**src/design/ethrx_pkg.sv**
```systemverilog
`timescale 1ns / 1ps
// ----------------------------------------------------------------------------
// ethrx_pkg
// Types, codes and the CRC-32 byte step shared by the Ethernet receive parser.
// ----------------------------------------------------------------------------
package ethrx_pkg;

    localparam int unsigned FIFO_DEPTH = 4;
    localparam int unsigned FIFO_AW    = $clog2(FIFO_DEPTH);

    localparam logic [7:0]  PREAMBLE_BYTE  = 8'h55;
    localparam logic [7:0]  SFD_BYTE       = 8'hD5;
    localparam logic [7:0]  STP_BYTE       = 8'h42;
    localparam logic [15:0] ETYPE_VLAN     = 16'h8100;
    localparam logic [15:0] ETYPE_IPV4     = 16'h0800;
    localparam logic [15:0] ETYPE_ARP      = 16'h0806;
    localparam logic [15:0] ETYPE_IPV6     = 16'h86DD;
    localparam logic [15:0] ETYPE_LLDP     = 16'h88CC;
    localparam logic [15:0] LLC_LIMIT      = 16'd1500;
    localparam logic [11:0] VLAN_ID_MASK   = 12'hFFF;
    localparam logic [31:0] CRC_POLY       = 32'hEDB88320;
    localparam logic [31:0] CRC_PRESET     = 32'hFFFFFFFF;
    localparam logic [7:0]  PREAMBLE_MAX   = 8'd255;

    localparam logic REG_MODE = 1'b0;

    typedef enum logic [2:0] {
        PH_IDLE = 3'd0,
        PH_PRE  = 3'd1,
        PH_DST  = 3'd2,
        PH_SRC  = 3'd3,
        PH_TYPE = 3'd4,
        PH_VLAN = 3'd5,
        PH_PAY  = 3'd6
    } t_phase;

    typedef enum logic [2:0] {
        KIND_SFD     = 3'd0,
        KIND_DST_MAC = 3'd1,
        KIND_SRC_MAC = 3'd2,
        KIND_VLAN    = 3'd3,
        KIND_ETYPE   = 3'd4,
        KIND_PAYLOAD = 3'd5,
        KIND_END     = 3'd6
    } t_kind;

    typedef enum logic [2:0] {
        CLS_LLC   = 3'd0,
        CLS_STP   = 3'd1,
        CLS_IPV4  = 3'd2,
        CLS_ARP   = 3'd3,
        CLS_VLAN  = 3'd4,
        CLS_IPV6  = 3'd5,
        CLS_LLDP  = 3'd6,
        CLS_OTHER = 3'd7
    } t_class;

    typedef enum logic [1:0] {
        ST_FCS_GOOD  = 2'd0,
        ST_FCS_BAD   = 2'd1,
        ST_UNCHECKED = 2'd2,
        ST_TRUNCATED = 2'd3
    } t_status;

    typedef struct packed {
        t_kind       kind;
        logic [47:0] value;
        t_class      cls;
        t_status     status;
        logic        last;
    } t_result;

    // One byte through the reflected CRC-32, least significant bit first.
    function automatic logic [31:0] crc32_byte(input logic [31:0] crc, input logic [7:0] b);
        logic [31:0] c;
        c = crc ^ {24'd0, b};
        for (int k = 0; k < 8; k++) begin
            c = (c >> 1) ^ (CRC_POLY & {32{c[0]}});
        end
        return c;
    endfunction

    function automatic t_class classify(input logic [15:0] et);
        t_class c;
        if (et < LLC_LIMIT) begin
            c = CLS_LLC;
        end else begin
            unique case (et)
                ETYPE_IPV4: c = CLS_IPV4;
                ETYPE_ARP:  c = CLS_ARP;
                ETYPE_VLAN: c = CLS_VLAN;
                ETYPE_IPV6: c = CLS_IPV6;
                ETYPE_LLDP: c = CLS_LLDP;
                default:    c = CLS_OTHER;
            endcase
        end
        return c;
    endfunction

endpackage

```
**src/design/ethernet_rx_frame_parser.sv**
```systemverilog
`timescale 1ns / 1ps
// ----------------------------------------------------------------------------
// ethernet_rx_frame_parser
// Parses received Ethernet bytes into header fields, payload and FCS status.
// ----------------------------------------------------------------------------
// Usage: bytes enter on i_rx_byte / i_end_of_buffer under i_valid; the block
// pushes back with o_stall. Results leave on o_result_kind, o_field_value,
// o_protocol_class, o_frame_status and o_run_last under o_valid, and the
// receiver pushes back with i_stall. A request is taken when valid is high
// and stall is low.
// A byte is caught in an input register and decoded, and its zero, one or
// two results are written into a four-entry result queue that drives the
// outputs. One byte per cycle is sustained while the receiver does not
// stall; the one extra frame-end result per frame is absorbed by the queue
// and the interframe gap. The input stalls only while the queue holds
// more than two results, i.e. when the receiver stalls.
// The APB register at address 0 selects the framing: bit 0 set means
// preamble, SFD and FCS are present. Writing it restarts the parser. The user
// writes it only while no request is in flight; the block does not enforce it.
// Reset (i_rst_n low, synchronous) empties the queue, sets the register to
// 1 and puts the parser in preamble hunt.
// ----------------------------------------------------------------------------
module ethernet_rx_frame_parser
    import ethrx_pkg::*;
(
    input  logic        i_clk,
    input  logic        i_rst_n,
    input  logic        i_valid,
    output logic        o_stall,
    input  logic [7:0]  i_rx_byte,
    input  logic        i_end_of_buffer,
    output logic        o_valid,
    input  logic        i_stall,
    output logic [2:0]  o_result_kind,
    output logic [47:0] o_field_value,
    output logic [2:0]  o_protocol_class,
    output logic [1:0]  o_frame_status,
    output logic        o_run_last,
    input  logic        psel,
    input  logic        penable,
    input  logic        pwrite,
    input  logic [2:0]  paddr,
    input  logic [31:0] pwdata,
    output logic [31:0] prdata,
    output logic        pready
);

    // Configuration and input register.
    logic        r_mode;
    logic        r_in_valid;
    logic [7:0]  r_in_byte;
    logic        r_in_eob;

    // Parser state.
    t_phase      r_phase,   n_phase;
    logic [2:0]  r_cnt,     n_cnt;
    logic [47:0] r_shift,   n_shift;
    logic [7:0]  r_pre,     n_pre;
    logic [31:0] r_hold,    n_hold;
    logic [2:0]  r_fill,    n_fill;
    logic [31:0] r_crc,     n_crc;
    t_class      r_cls,     n_cls;
    logic        r_llc,     n_llc;

    // Result queue.
    t_result                r_fifo [FIFO_DEPTH];
    logic [FIFO_AW-1:0]     r_wr_ptr;
    logic [FIFO_AW-1:0]     r_rd_ptr;
    logic [FIFO_AW:0]       r_count;

    logic       cfg_wr;
    logic       proc;
    logic       pop;
    logic [1:0] n_push;
    t_result    res0, res1;

    assign pready = 1'b1;
    assign prdata = {31'd0, r_mode};
    assign cfg_wr = psel && penable && pwrite && pready;

    assign proc    = r_in_valid && (r_count <= (FIFO_AW + 1)'(FIFO_DEPTH - 2));
    assign o_stall = r_in_valid && !proc;
    assign o_valid = (r_count != '0);
    assign pop     = o_valid && !i_stall;

    assign o_result_kind    = r_fifo[r_rd_ptr].kind;
    assign o_field_value    = r_fifo[r_rd_ptr].value;
    assign o_protocol_class = r_fifo[r_rd_ptr].cls;
    assign o_frame_status   = r_fifo[r_rd_ptr].status;
    assign o_run_last       = r_fifo[r_rd_ptr].last;

    always_ff @(posedge i_clk) begin
        if (!i_rst_n) begin
            r_in_valid <= 1'b0;
        end else if (!o_stall) begin
            r_in_valid <= i_valid;
        end
        if (!o_stall) begin
            r_in_byte <= i_rx_byte;
            r_in_eob  <= i_end_of_buffer;
        end
    end

    // Next-state decode of the registered byte.
    always_comb begin
        logic        body;
        logic        open;
        logic [15:0] v;
        logic [31:0] rx_fcs;
        t_status     st;
        logic [47:0] end_val;

        n_phase = r_phase;
        n_cnt   = r_cnt;
        n_shift = r_shift;
        n_pre   = r_pre;
        n_hold  = r_hold;
        n_fill  = r_fill;
        n_crc   = r_crc;
        n_cls   = r_cls;
        n_llc   = r_llc;
        res0    = '0;
        res1    = '0;
        body    = 1'b0;
        open    = 1'b1;
        v       = 16'd0;
        rx_fcs  = 32'd0;
        st      = ST_TRUNCATED;
        end_val = 48'd0;

        if (r_llc) begin
            if (r_in_byte == STP_BYTE) begin
                n_cls = CLS_STP;
            end
            n_llc = 1'b0;
        end

        unique case (r_phase)
            PH_IDLE: begin
                if (r_in_byte == PREAMBLE_BYTE) begin
                    n_phase = PH_PRE;
                    n_pre   = 8'd1;
                end else begin
                    open = 1'b0;
                end
            end
            PH_PRE: begin
                if (r_in_byte == SFD_BYTE) begin
                    res0    = '{KIND_SFD, {40'd0, r_pre}, CLS_LLC, ST_FCS_GOOD, 1'b0};
                    body    = 1'b1;
                    n_phase = PH_DST;
                    n_cnt   = 3'd0;
                    n_shift = 48'd0;
                    n_crc   = CRC_PRESET;
                end else if (r_in_byte == PREAMBLE_BYTE && r_pre < PREAMBLE_MAX) begin
                    n_pre = r_pre + 8'd1;
                end
            end
            PH_DST, PH_SRC: begin
                n_crc   = crc32_byte(r_crc, r_in_byte);
                n_shift = {r_shift[39:0], r_in_byte};
                n_cnt   = r_cnt + 3'd1;
                if (n_cnt >= 3'd6) begin
                    res0    = '{(r_phase == PH_DST) ? KIND_DST_MAC : KIND_SRC_MAC,
                                n_shift, CLS_LLC, ST_FCS_GOOD, 1'b0};
                    body    = 1'b1;
                    n_phase = (r_phase == PH_DST) ? PH_SRC : PH_TYPE;
                    n_cnt   = 3'd0;
                    n_shift = 48'd0;
                end
            end
            PH_TYPE, PH_VLAN: begin
                n_crc   = crc32_byte(r_crc, r_in_byte);
                n_shift = {r_shift[39:0], r_in_byte};
                n_cnt   = r_cnt + 3'd1;
                if (n_cnt >= 3'd2) begin
                    v    = n_shift[15:0];
                    body = 1'b1;
                    if (r_phase == PH_VLAN) begin
                        res0    = '{KIND_VLAN, {36'd0, v[11:0] & VLAN_ID_MASK},
                                    CLS_LLC, ST_FCS_GOOD, 1'b0};
                        n_phase = PH_TYPE;
                    end else begin
                        res0    = '{KIND_ETYPE, {32'd0, v}, CLS_LLC, ST_FCS_GOOD, 1'b0};
                        n_cls   = classify(v);
                        n_llc   = (v < LLC_LIMIT);
                        n_phase = (v == ETYPE_VLAN) ? PH_VLAN : PH_PAY;
                    end
                    n_cnt   = 3'd0;
                    n_shift = 48'd0;
                end
            end
            PH_PAY: begin
                if (r_mode) begin
                    if (r_fill >= 3'd4) begin
                        n_crc = crc32_byte(r_crc, r_hold[31:24]);
                        res0  = '{KIND_PAYLOAD, {40'd0, r_hold[31:24]},
                                  CLS_LLC, ST_FCS_GOOD, 1'b0};
                        body  = 1'b1;
                    end else begin
                        n_fill = r_fill + 3'd1;
                    end
                    n_hold = {r_hold[23:0], r_in_byte};
                end else begin
                    n_crc = crc32_byte(r_crc, r_in_byte);
                    res0  = '{KIND_PAYLOAD, {40'd0, r_in_byte}, CLS_LLC, ST_FCS_GOOD, 1'b0};
                    body  = 1'b1;
                end
            end
            default: begin
                open = 1'b0;
                n_phase = r_mode ? PH_IDLE : PH_DST;
                n_cnt   = 3'd0;
                n_shift = 48'd0;
                n_pre   = 8'd0;
                n_hold  = 32'd0;
                n_fill  = 3'd0;
                n_crc   = CRC_PRESET;
                n_cls   = CLS_LLC;
                n_llc   = 1'b0;
            end
        endcase

        if (r_in_eob && open) begin
            if (r_phase == PH_PAY) begin
                if (!r_mode) begin
                    st = ST_UNCHECKED;
                end else if (n_fill >= 3'd4) begin
                    // The FCS is sent least significant byte first.
                    rx_fcs  = {n_hold[7:0], n_hold[15:8], n_hold[23:16], n_hold[31:24]};
                    st      = (rx_fcs == ~n_crc) ? ST_FCS_GOOD : ST_FCS_BAD;
                    end_val = {16'd0, n_hold};
                end
            end
            if (body) begin
                res1 = '{KIND_END, end_val, n_cls, st, 1'b1};
            end else begin
                res0 = '{KIND_END, end_val, n_cls, st, 1'b1};
            end
            n_phase = r_mode ? PH_IDLE : PH_DST;
            n_cnt   = 3'd0;
            n_shift = 48'd0;
            n_pre   = 8'd0;
            n_hold  = 32'd0;
            n_fill  = 3'd0;
            n_crc   = CRC_PRESET;
            n_cls   = CLS_LLC;
            n_llc   = 1'b0;
        end else if (body) begin
            res0.last = 1'b1;
        end

        n_push = {1'b0, body} + {1'b0, r_in_eob && open};
    end

    always_ff @(posedge i_clk) begin
        if (!i_rst_n) begin
            r_mode  <= 1'b1;
            r_phase <= PH_IDLE;
            r_cnt   <= 3'd0;
            r_shift <= 48'd0;
            r_pre   <= 8'd0;
            r_hold  <= 32'd0;
            r_fill  <= 3'd0;
            r_crc   <= CRC_PRESET;
            r_cls   <= CLS_LLC;
            r_llc   <= 1'b0;
        end else if (cfg_wr) begin
            if (paddr[2] == REG_MODE) begin
                r_mode  <= pwdata[0];
                r_phase <= pwdata[0] ? PH_IDLE : PH_DST;
                r_cnt   <= 3'd0;
                r_shift <= 48'd0;
                r_pre   <= 8'd0;
                r_hold  <= 32'd0;
                r_fill  <= 3'd0;
                r_crc   <= CRC_PRESET;
                r_cls   <= CLS_LLC;
                r_llc   <= 1'b0;
            end
        end else if (proc) begin
            r_phase <= n_phase;
            r_cnt   <= n_cnt;
            r_shift <= n_shift;
            r_pre   <= n_pre;
            r_hold  <= n_hold;
            r_fill  <= n_fill;
            r_crc   <= n_crc;
            r_cls   <= n_cls;
            r_llc   <= n_llc;
        end
    end

    // Result queue: up to two writes per decoded byte, one read per cycle.
    always_ff @(posedge i_clk) begin
        if (proc && n_push != 2'd0) begin
            r_fifo[r_wr_ptr] <= res0;
        end
        if (proc && n_push == 2'd2) begin
            r_fifo[r_wr_ptr + FIFO_AW'(1)] <= res1;
        end
    end

    always_ff @(posedge i_clk) begin
        if (!i_rst_n) begin
            r_wr_ptr <= '0;
            r_rd_ptr <= '0;
            r_count  <= '0;
        end else begin
            if (proc) begin
                r_wr_ptr <= r_wr_ptr + FIFO_AW'(n_push);
            end
            if (pop) begin
                r_rd_ptr <= r_rd_ptr + FIFO_AW'(1);
            end
            r_count <= r_count + (proc ? (FIFO_AW + 1)'(n_push) : '0)
                               - (FIFO_AW + 1)'(pop);
        end
    end

`ifndef ASSERT_OFF
    a_count_bound: assert property (@(posedge i_clk) disable iff (!i_rst_n)
        r_count <= (FIFO_AW + 1)'(FIFO_DEPTH))
        else $error("result queue overflow");

    a_hold_bound: assert property (@(posedge i_clk) disable iff (!i_rst_n)
        r_fill <= 3'd4)
        else $error("FCS hold fill out of range");

    a_end_is_last: assert property (@(posedge i_clk) disable iff (!i_rst_n)
        (o_valid && o_result_kind == KIND_END) |-> o_run_last)
        else $error("frame end result not marked last");

    a_status_only_at_end: assert property (@(posedge i_clk) disable iff (!i_rst_n)
        (o_valid && o_result_kind != KIND_END) |->
            (o_protocol_class == CLS_LLC && o_frame_status == ST_FCS_GOOD))
        else $error("class or status on a non-end result");

    a_restart_after_end: assert property (@(posedge i_clk) disable iff (!i_rst_n)
        (proc && !cfg_wr && r_in_eob && r_phase != PH_IDLE) |=>
            (r_phase == (r_mode ? PH_IDLE : PH_DST) && r_fill == 3'd0))
        else $error("parser did not restart after frame end");
`endif

endmodule

```
**config.mk**
```make
export PLATFORM = sky130hd
export DESIGN_NAME = ethernet_rx_frame_parser
export DESIGN_NICKNAME = d
export VERILOG_FILES = /design/src/design/ethrx_pkg.sv /design/src/design/ethernet_rx_frame_parser.sv
export SDC_FILE = /design/constraint.sdc
export NUM_CORES = 1
export LEC_CHECK = 0
export BUFFER_PORTS_ARGS = -buffer_cell sky130_fd_sc_hd__buf_2
export CAP_MARGIN = 20
export CORE_ASPECT_RATIO = 2
export CORE_UTILIZATION = 55
export DETAILED_ROUTE_END_ITERATION = 8
export PLACE_DENSITY = 0.77
export SETUP_SLACK_MARGIN = 0.15
export SLEW_MARGIN = 25
export SYNTH_ARGS = -nofsm -noshare
export SYNTH_HDL_FRONTEND = slang
export SYNTH_SLANG_ARGS = --single-unit
export TNS_END_PERCENT = 1
```
**constraint.sdc**
```tcl
create_clock -name i_clk -period 4.4 [get_ports i_clk]
set_input_delay 0.22 -clock i_clk [delete_from_list [all_inputs] [get_ports i_clk]]
set_output_delay 0.22 -clock i_clk [all_outputs]
set_load 0.01 [all_outputs]
```
=== After elaboration in Yosys (flattened, before gate mapping) ===
Memory sizes are Yosys's and may differ from the RTL's. A register that Yosys moved wholly into a read port is not among the register bits.
Index checks and enable logic that the tools add are counted.

* Output and inout bits: 92
* Latch bits: 0
* Bits in writable memories: 228
* ROM bits: 0
* Register bits after elaboration: 143
* Memories: 1

{| class="wikitable"
|+ Memories
! name !! depth !! width !! rd ports !! clocked after memory_dff !! write ports !! RTL line !! RTL
|-
| r_fifo || 4 || 57 || 1 || 1 || 2 || ethernet_rx_frame_parser.sv:66 || <nowiki>t_result r_fifo [FIFO_DEPTH];</nowiki>
|}

* Muxes and demuxes: 111
* Eq/ne operators: 26
* Reductions and logical operators: 28
* Multipliers: 0
* Order comparisons: 7
* Div/mod/pow operators: 0
* Add/sub/neg operators: 9
* Shift operators: 0
* Bitwise operators: 20

{| class="wikitable"
|+ Operator list
! cell !! number
|-
| $xor A31 B32 Y32 || 16
|-
| $mux W32 || 15
|-
| $mux W57 || 7
|-
| $mux W40 || 7
|-
| $pmux W57 S4 || 1
|-
| $pmux W40 S4 || 1
|-
| $pmux W32 S4 || 1
|-
| $mux W56 || 2
|-
| $mux W3 || 29
|-
| $pmux W32 S2 || 1
|-
| $xor A32 B8 Y32 || 2
|-
| $mux W8 || 7
|-
| $eq A16 B16 Y1 const B || 3
|-
| $eq A16 B12 Y1 const B || 2
|-
| $eq A32 B32 Y1 || 1
|-
| $not A32 Y32 || 1
|-
| $pmux W3 S5 || 2
|-
| $ne A4 B4 Y1 const B || 6
|-
| $pmux W8 S3 || 1
|-
| $mux W2 || 11
|-
| $mux W1 || 20
|-
| $eq A8 B7 Y1 const B || 2
|-
| $lt A16 B11 Y1 const B || 1
|-
| $mux W14 || 1
|-
| other kinds (37) || 61
|}

=== Longest topological paths before layout ===
* Depth after elaboration: 20
* Depth in mapped cells: 16
* Gate-level depth less buffers: 16

=== Worst setup path after synthesis ===
No wires, ideal clock.

* Path kind: reg2reg
* Start point: reg r_in_byte[1]
* End point: mem r_fifo[2][0] in the netlist's numbering, enable pin
* Data required time: 4.006 ns
* Cell stages (with the launch flop): 12
* Slack: -0.135 ns
* Path buffers: 3
* Arrival: 4.141 ns
* Path through: edfxtp_1 > clkbuf_1 > nor4bb_1 > nor4b_1 > nor3_1 > or2_2 > clkbuf_1 > ha_1 > nor4b_1 > nor2_1 > clkbuf_1 > inv_1

{| class="wikitable"
|+ RTL lines
! element !! RTL line !! RTL
|-
| start: declaration || ethernet_rx_frame_parser.sv:51 || <nowiki>logic [7:0] r_in_byte;</nowiki>
|-
| start signal: assignment || ethernet_rx_frame_parser.sv:99 || <nowiki>r_in_byte <= i_rx_byte;</nowiki>
|-
| end: declaration || ethernet_rx_frame_parser.sv:66 ||
|}

==> metrics.md <==
| Metric | Value |
|---|---|
| Status | complete, no violations |
| Least-Margin Pin Slew | 1044 ps |
| Yosys warning total | 0 |
| Number of flops mapped to enable cells by yosys | 169 |
| Num rows | 98 |
| Clock Power Share | 35.8% |
| CTS max path bufs | 3 |
| Core Footprint | 0.03593 mm^2 |
| Largest net degree at the start of global routing | 96 |
| Net load switching power | 2488 uW |
| HPWL Detailed | 56820 um |
| Top sig layer | met5 |
| Worst hold path class | input pin to register |
| Drt wl/cell | 30.43 um |
| Post-synthesis sequential area ratio | 45.42% |
| Tot Pwr | 8684 uW |
| Die X | 137.4 um |
| Hold_ws | 146.3 ps |
| Setup crit end kind | register |
| Post-Route Setup TNS | 0 ps |
| P&R area growth vs syn | 15.09% |
| RSZ-0062 raised after global routing | yes |
| Final worst path period share | 93.65% |
| H-tree levels | 2 |
| Routed wire length | 79180 um |
| Int Pwr | 6195 uW |
| Final hold violations | 0 |
| Startpoint class of the critical path | register |
| Cell Pwr Density | 374.2 mW/mm^2 |
| CP peak stage delay | 830 ps |
| Area contributors post-synth | edfxtp_1 (25%), dfxtp_1 (20%), mux4_2 (6.4%) |
| Synth cell types | 80 |
| Routed length on met1 | 23510 um |
| Placer Congestion | 1.061 |
| Die Ht | 272.8 um |
| Most frequent cells after synthesis | nand2_1 (206), dfxtp_1 (204), o21ai_0 (178), edfxtp_1 (169), clkbuf_1 (111) |
| Total of max-cap violations | 0 |
| Metal3 WL | 6248 um |
| IR drop worst, VDD | 0.3898 mV |
| Initial antenna violation count | 4 |
| FMAX | 242.7 MHz |
| Final net count | 2189 |
| Switching Fraction | 28.65% |
| Reg2Reg Depth | 10 |
| Share of cells above drive strength 1 | 19.67% |
| I/O Buffers | 77 |
| WL met2 | 39470 um |
| Yosys top cell area share | 25.17% |
| Worst EP required | 4660 ps |
| Via count | 17720 |
| Count leader, synth | nand2_1 |
| Setup CP Type | register to register |
| Clock Latency Late Sink | 550 ps |
| Fin. max-slew vios | 0 |
| Pre-antenna DRT Iters | 6 |
| Initial core utilization | 56.13% |
| Final setup violation count | 0 |
| Asr flop ratio synth | 0% |
| First-pass GRT wire length | 114400 um |
| CP max-delay cell | xnor2_1 |
| Area after DPL | 0.02190 mm^2 |
| LEAKAGE | 0.008220 uW |
| TritonCTS clock tree | done |
| Fin cells | 2602 |
| Reg power frac | 43.3% |
| Clk sinks | 373 |
| Initial detailed-routing violation count | 1799 |
| Total track usage | 43.26% |
| I/O Pins | 143 |
| Total congestion overflow | 0 |
| Synth Flop Type | dfxtp_1 |
| Comb pwr share | 20.9% |
| Vias/cell | 6.809 |
| Mean post-synth cell area | 10.29 um^2 |
| Final Skew | 21.14 ps |
| Post-CTS Setup Inserts | 0 |
| Min Clock Period, post-route | 4121 ps |
| Relative slew slack | 29.87% |
| Post-route ant nets | 0 |
| Vias in the first global route | 17580 |
| Cell mode on critical path | xnor2_1 |
| Clock-pin slew on the worst setup and hold paths | 70 ps |
| Top cell type by total area after synthesis | edfxtp_1 |
| CP cell instances | xnor2_2 -> xnor2_1 -> xnor2_1 -> o21ai_0 -> a21oi_1 -> xnor2_1 -> nor4_1 -> nand4_1 -> nor4_4 -> nor3_1 |
| Syn Inst Count | 1959 |
| CTS buffer count | 35 |
| Cell total after placement | 2524 |
| Register bit total from synthesis | 373 |
| Final instance area | 0.02321 mm^2 |
| CP max FO | 5 |
| Residual DRC count | 0 |
| DIE AREA | 0.03748 mm^2 |
| Synth Cell Area | 0.02016 mm^2 |
| Arrival @ worst endpoint | 4380 ps |
| Clk root buf | clkbuf_16 |
| WHS Path Cells | 4 |
-- cells by family (layout without fill, tap and decap cells) --
family / count (synthesis) / after routing / share of synthesized area, %
flip-flops: 373 / 373 / 45.42
AO/OA/AOI/OAI: 563 / 563 / 18.47
multiplexers: 77 / 77 / 7.365
other: 2 / 33 / 0.03724
buffers and inverters: 199 / 361 / 4.424
XOR/XNOR: 163 / 163 / 9.798
adder cells (fa/ha/maj): 13 / 13 / 0.8439
AND/OR/NAND/NOR: 569 / 569 / 13.64
-- final timing paths --
| kind | endpoint | from | slack [ps] |
|---|---|---|---|
| max reg2reg | r_fifo[1][1] | r_crc[4] | 280 |
| max | r_fifo[1][1] | r_crc[4] | 280 |
| min | r_rd_ptr[0] | i_stall | 150 |
| min reg2reg | r_fifo[3][40] | r_fifo[3][40] | 470 |
-- through the flow --
stage / setup WS [ps] / util (%)
after floorplan: 208.7 / -
after global placement: 369.4 / 60.96
after detailed placement: 275.3 / 60.97
after CTS: 266.3 / 64.47
after global routing: 44.82 / 64.59
final: 279.5 / 64.60
-- registers in the layout, summed over array words and instances (netlist names), 2 cells and up, named ones only --
register / cells
r_in_byte: 8
r_hold: 32
r_fill: 3
r_phase: 3
r_crc: 32
r_pre: 8
r_rd_ptr: 2
r_count: 3
r_cnt: 3
r_fifo: 228
r_wr_ptr: 2
r_shift: 40
r_cls: 3
-- what timing repair did --
action                                  in CTS  in global routing
endpoints found under the setup margin       0                 20
endpoints found under the hold margin       11                  0
gates resized for setup                      0                  1
hold buffers                                11                  0
-- cell type report --
| cell class | count | area [um^2] |
|---|---|---|
| tap | 450 | 563.0 |
| timing repair buffer | 274 | 1952 |
| antenna | 1 | 2.502 |
| fill | 2915 | 12720 |
| inverter | 24 | 93.84 |
| clock buffer | 44 | 949.7 |
| multi-input combinational | 1417 | 10280 |
| clock inverter | 19 | 197.7 |
| sequential | 373 | 9164 |
-- power groups by stage --
stage | Combinational (uW) | Sequential [uW] | Clock, uW
floorplan | 1230 | 3730 | 0
global placement | 1760 | 3840 | 0
detailed placement | 1770 | 3840 | 0
CTS | 1780 | 3760 | 3130
global route | 1880 | 3770 | 3240
finish | 1810 | 3760 | 3110
-- metal layers --
layer,track usage [%],up-vias
li1,-,7577
met1,40.60,8519
met2,73.08,1168
met3,10.41,448
met4,44.82,4
met5,0,-
-- layout by cell type (no fill, tap or decap), types with 65 or more instances in the layout --
cell type and n:
a21oi_1 93, a22oi_1 75, a32o_1 65, buf_2 76
buf_4 182, dfxtp_1 202, edfxtp_1 169, nand2_1 206
nor2_1 101, nor2b_1 79, o21ai_0 178, xnor2_1 85
-- critical path: cells and delay by family (launching register included) --
family | cells | cell delay (ps)
AOI/OAI and AO/OA | 2 | 520
xor gates and xnor gates | 4 | 1690
DFF | 1 | 570
and+or+nand+nor | 4 | 1040
Note: power is estimated with default switching activity, not from simulation.
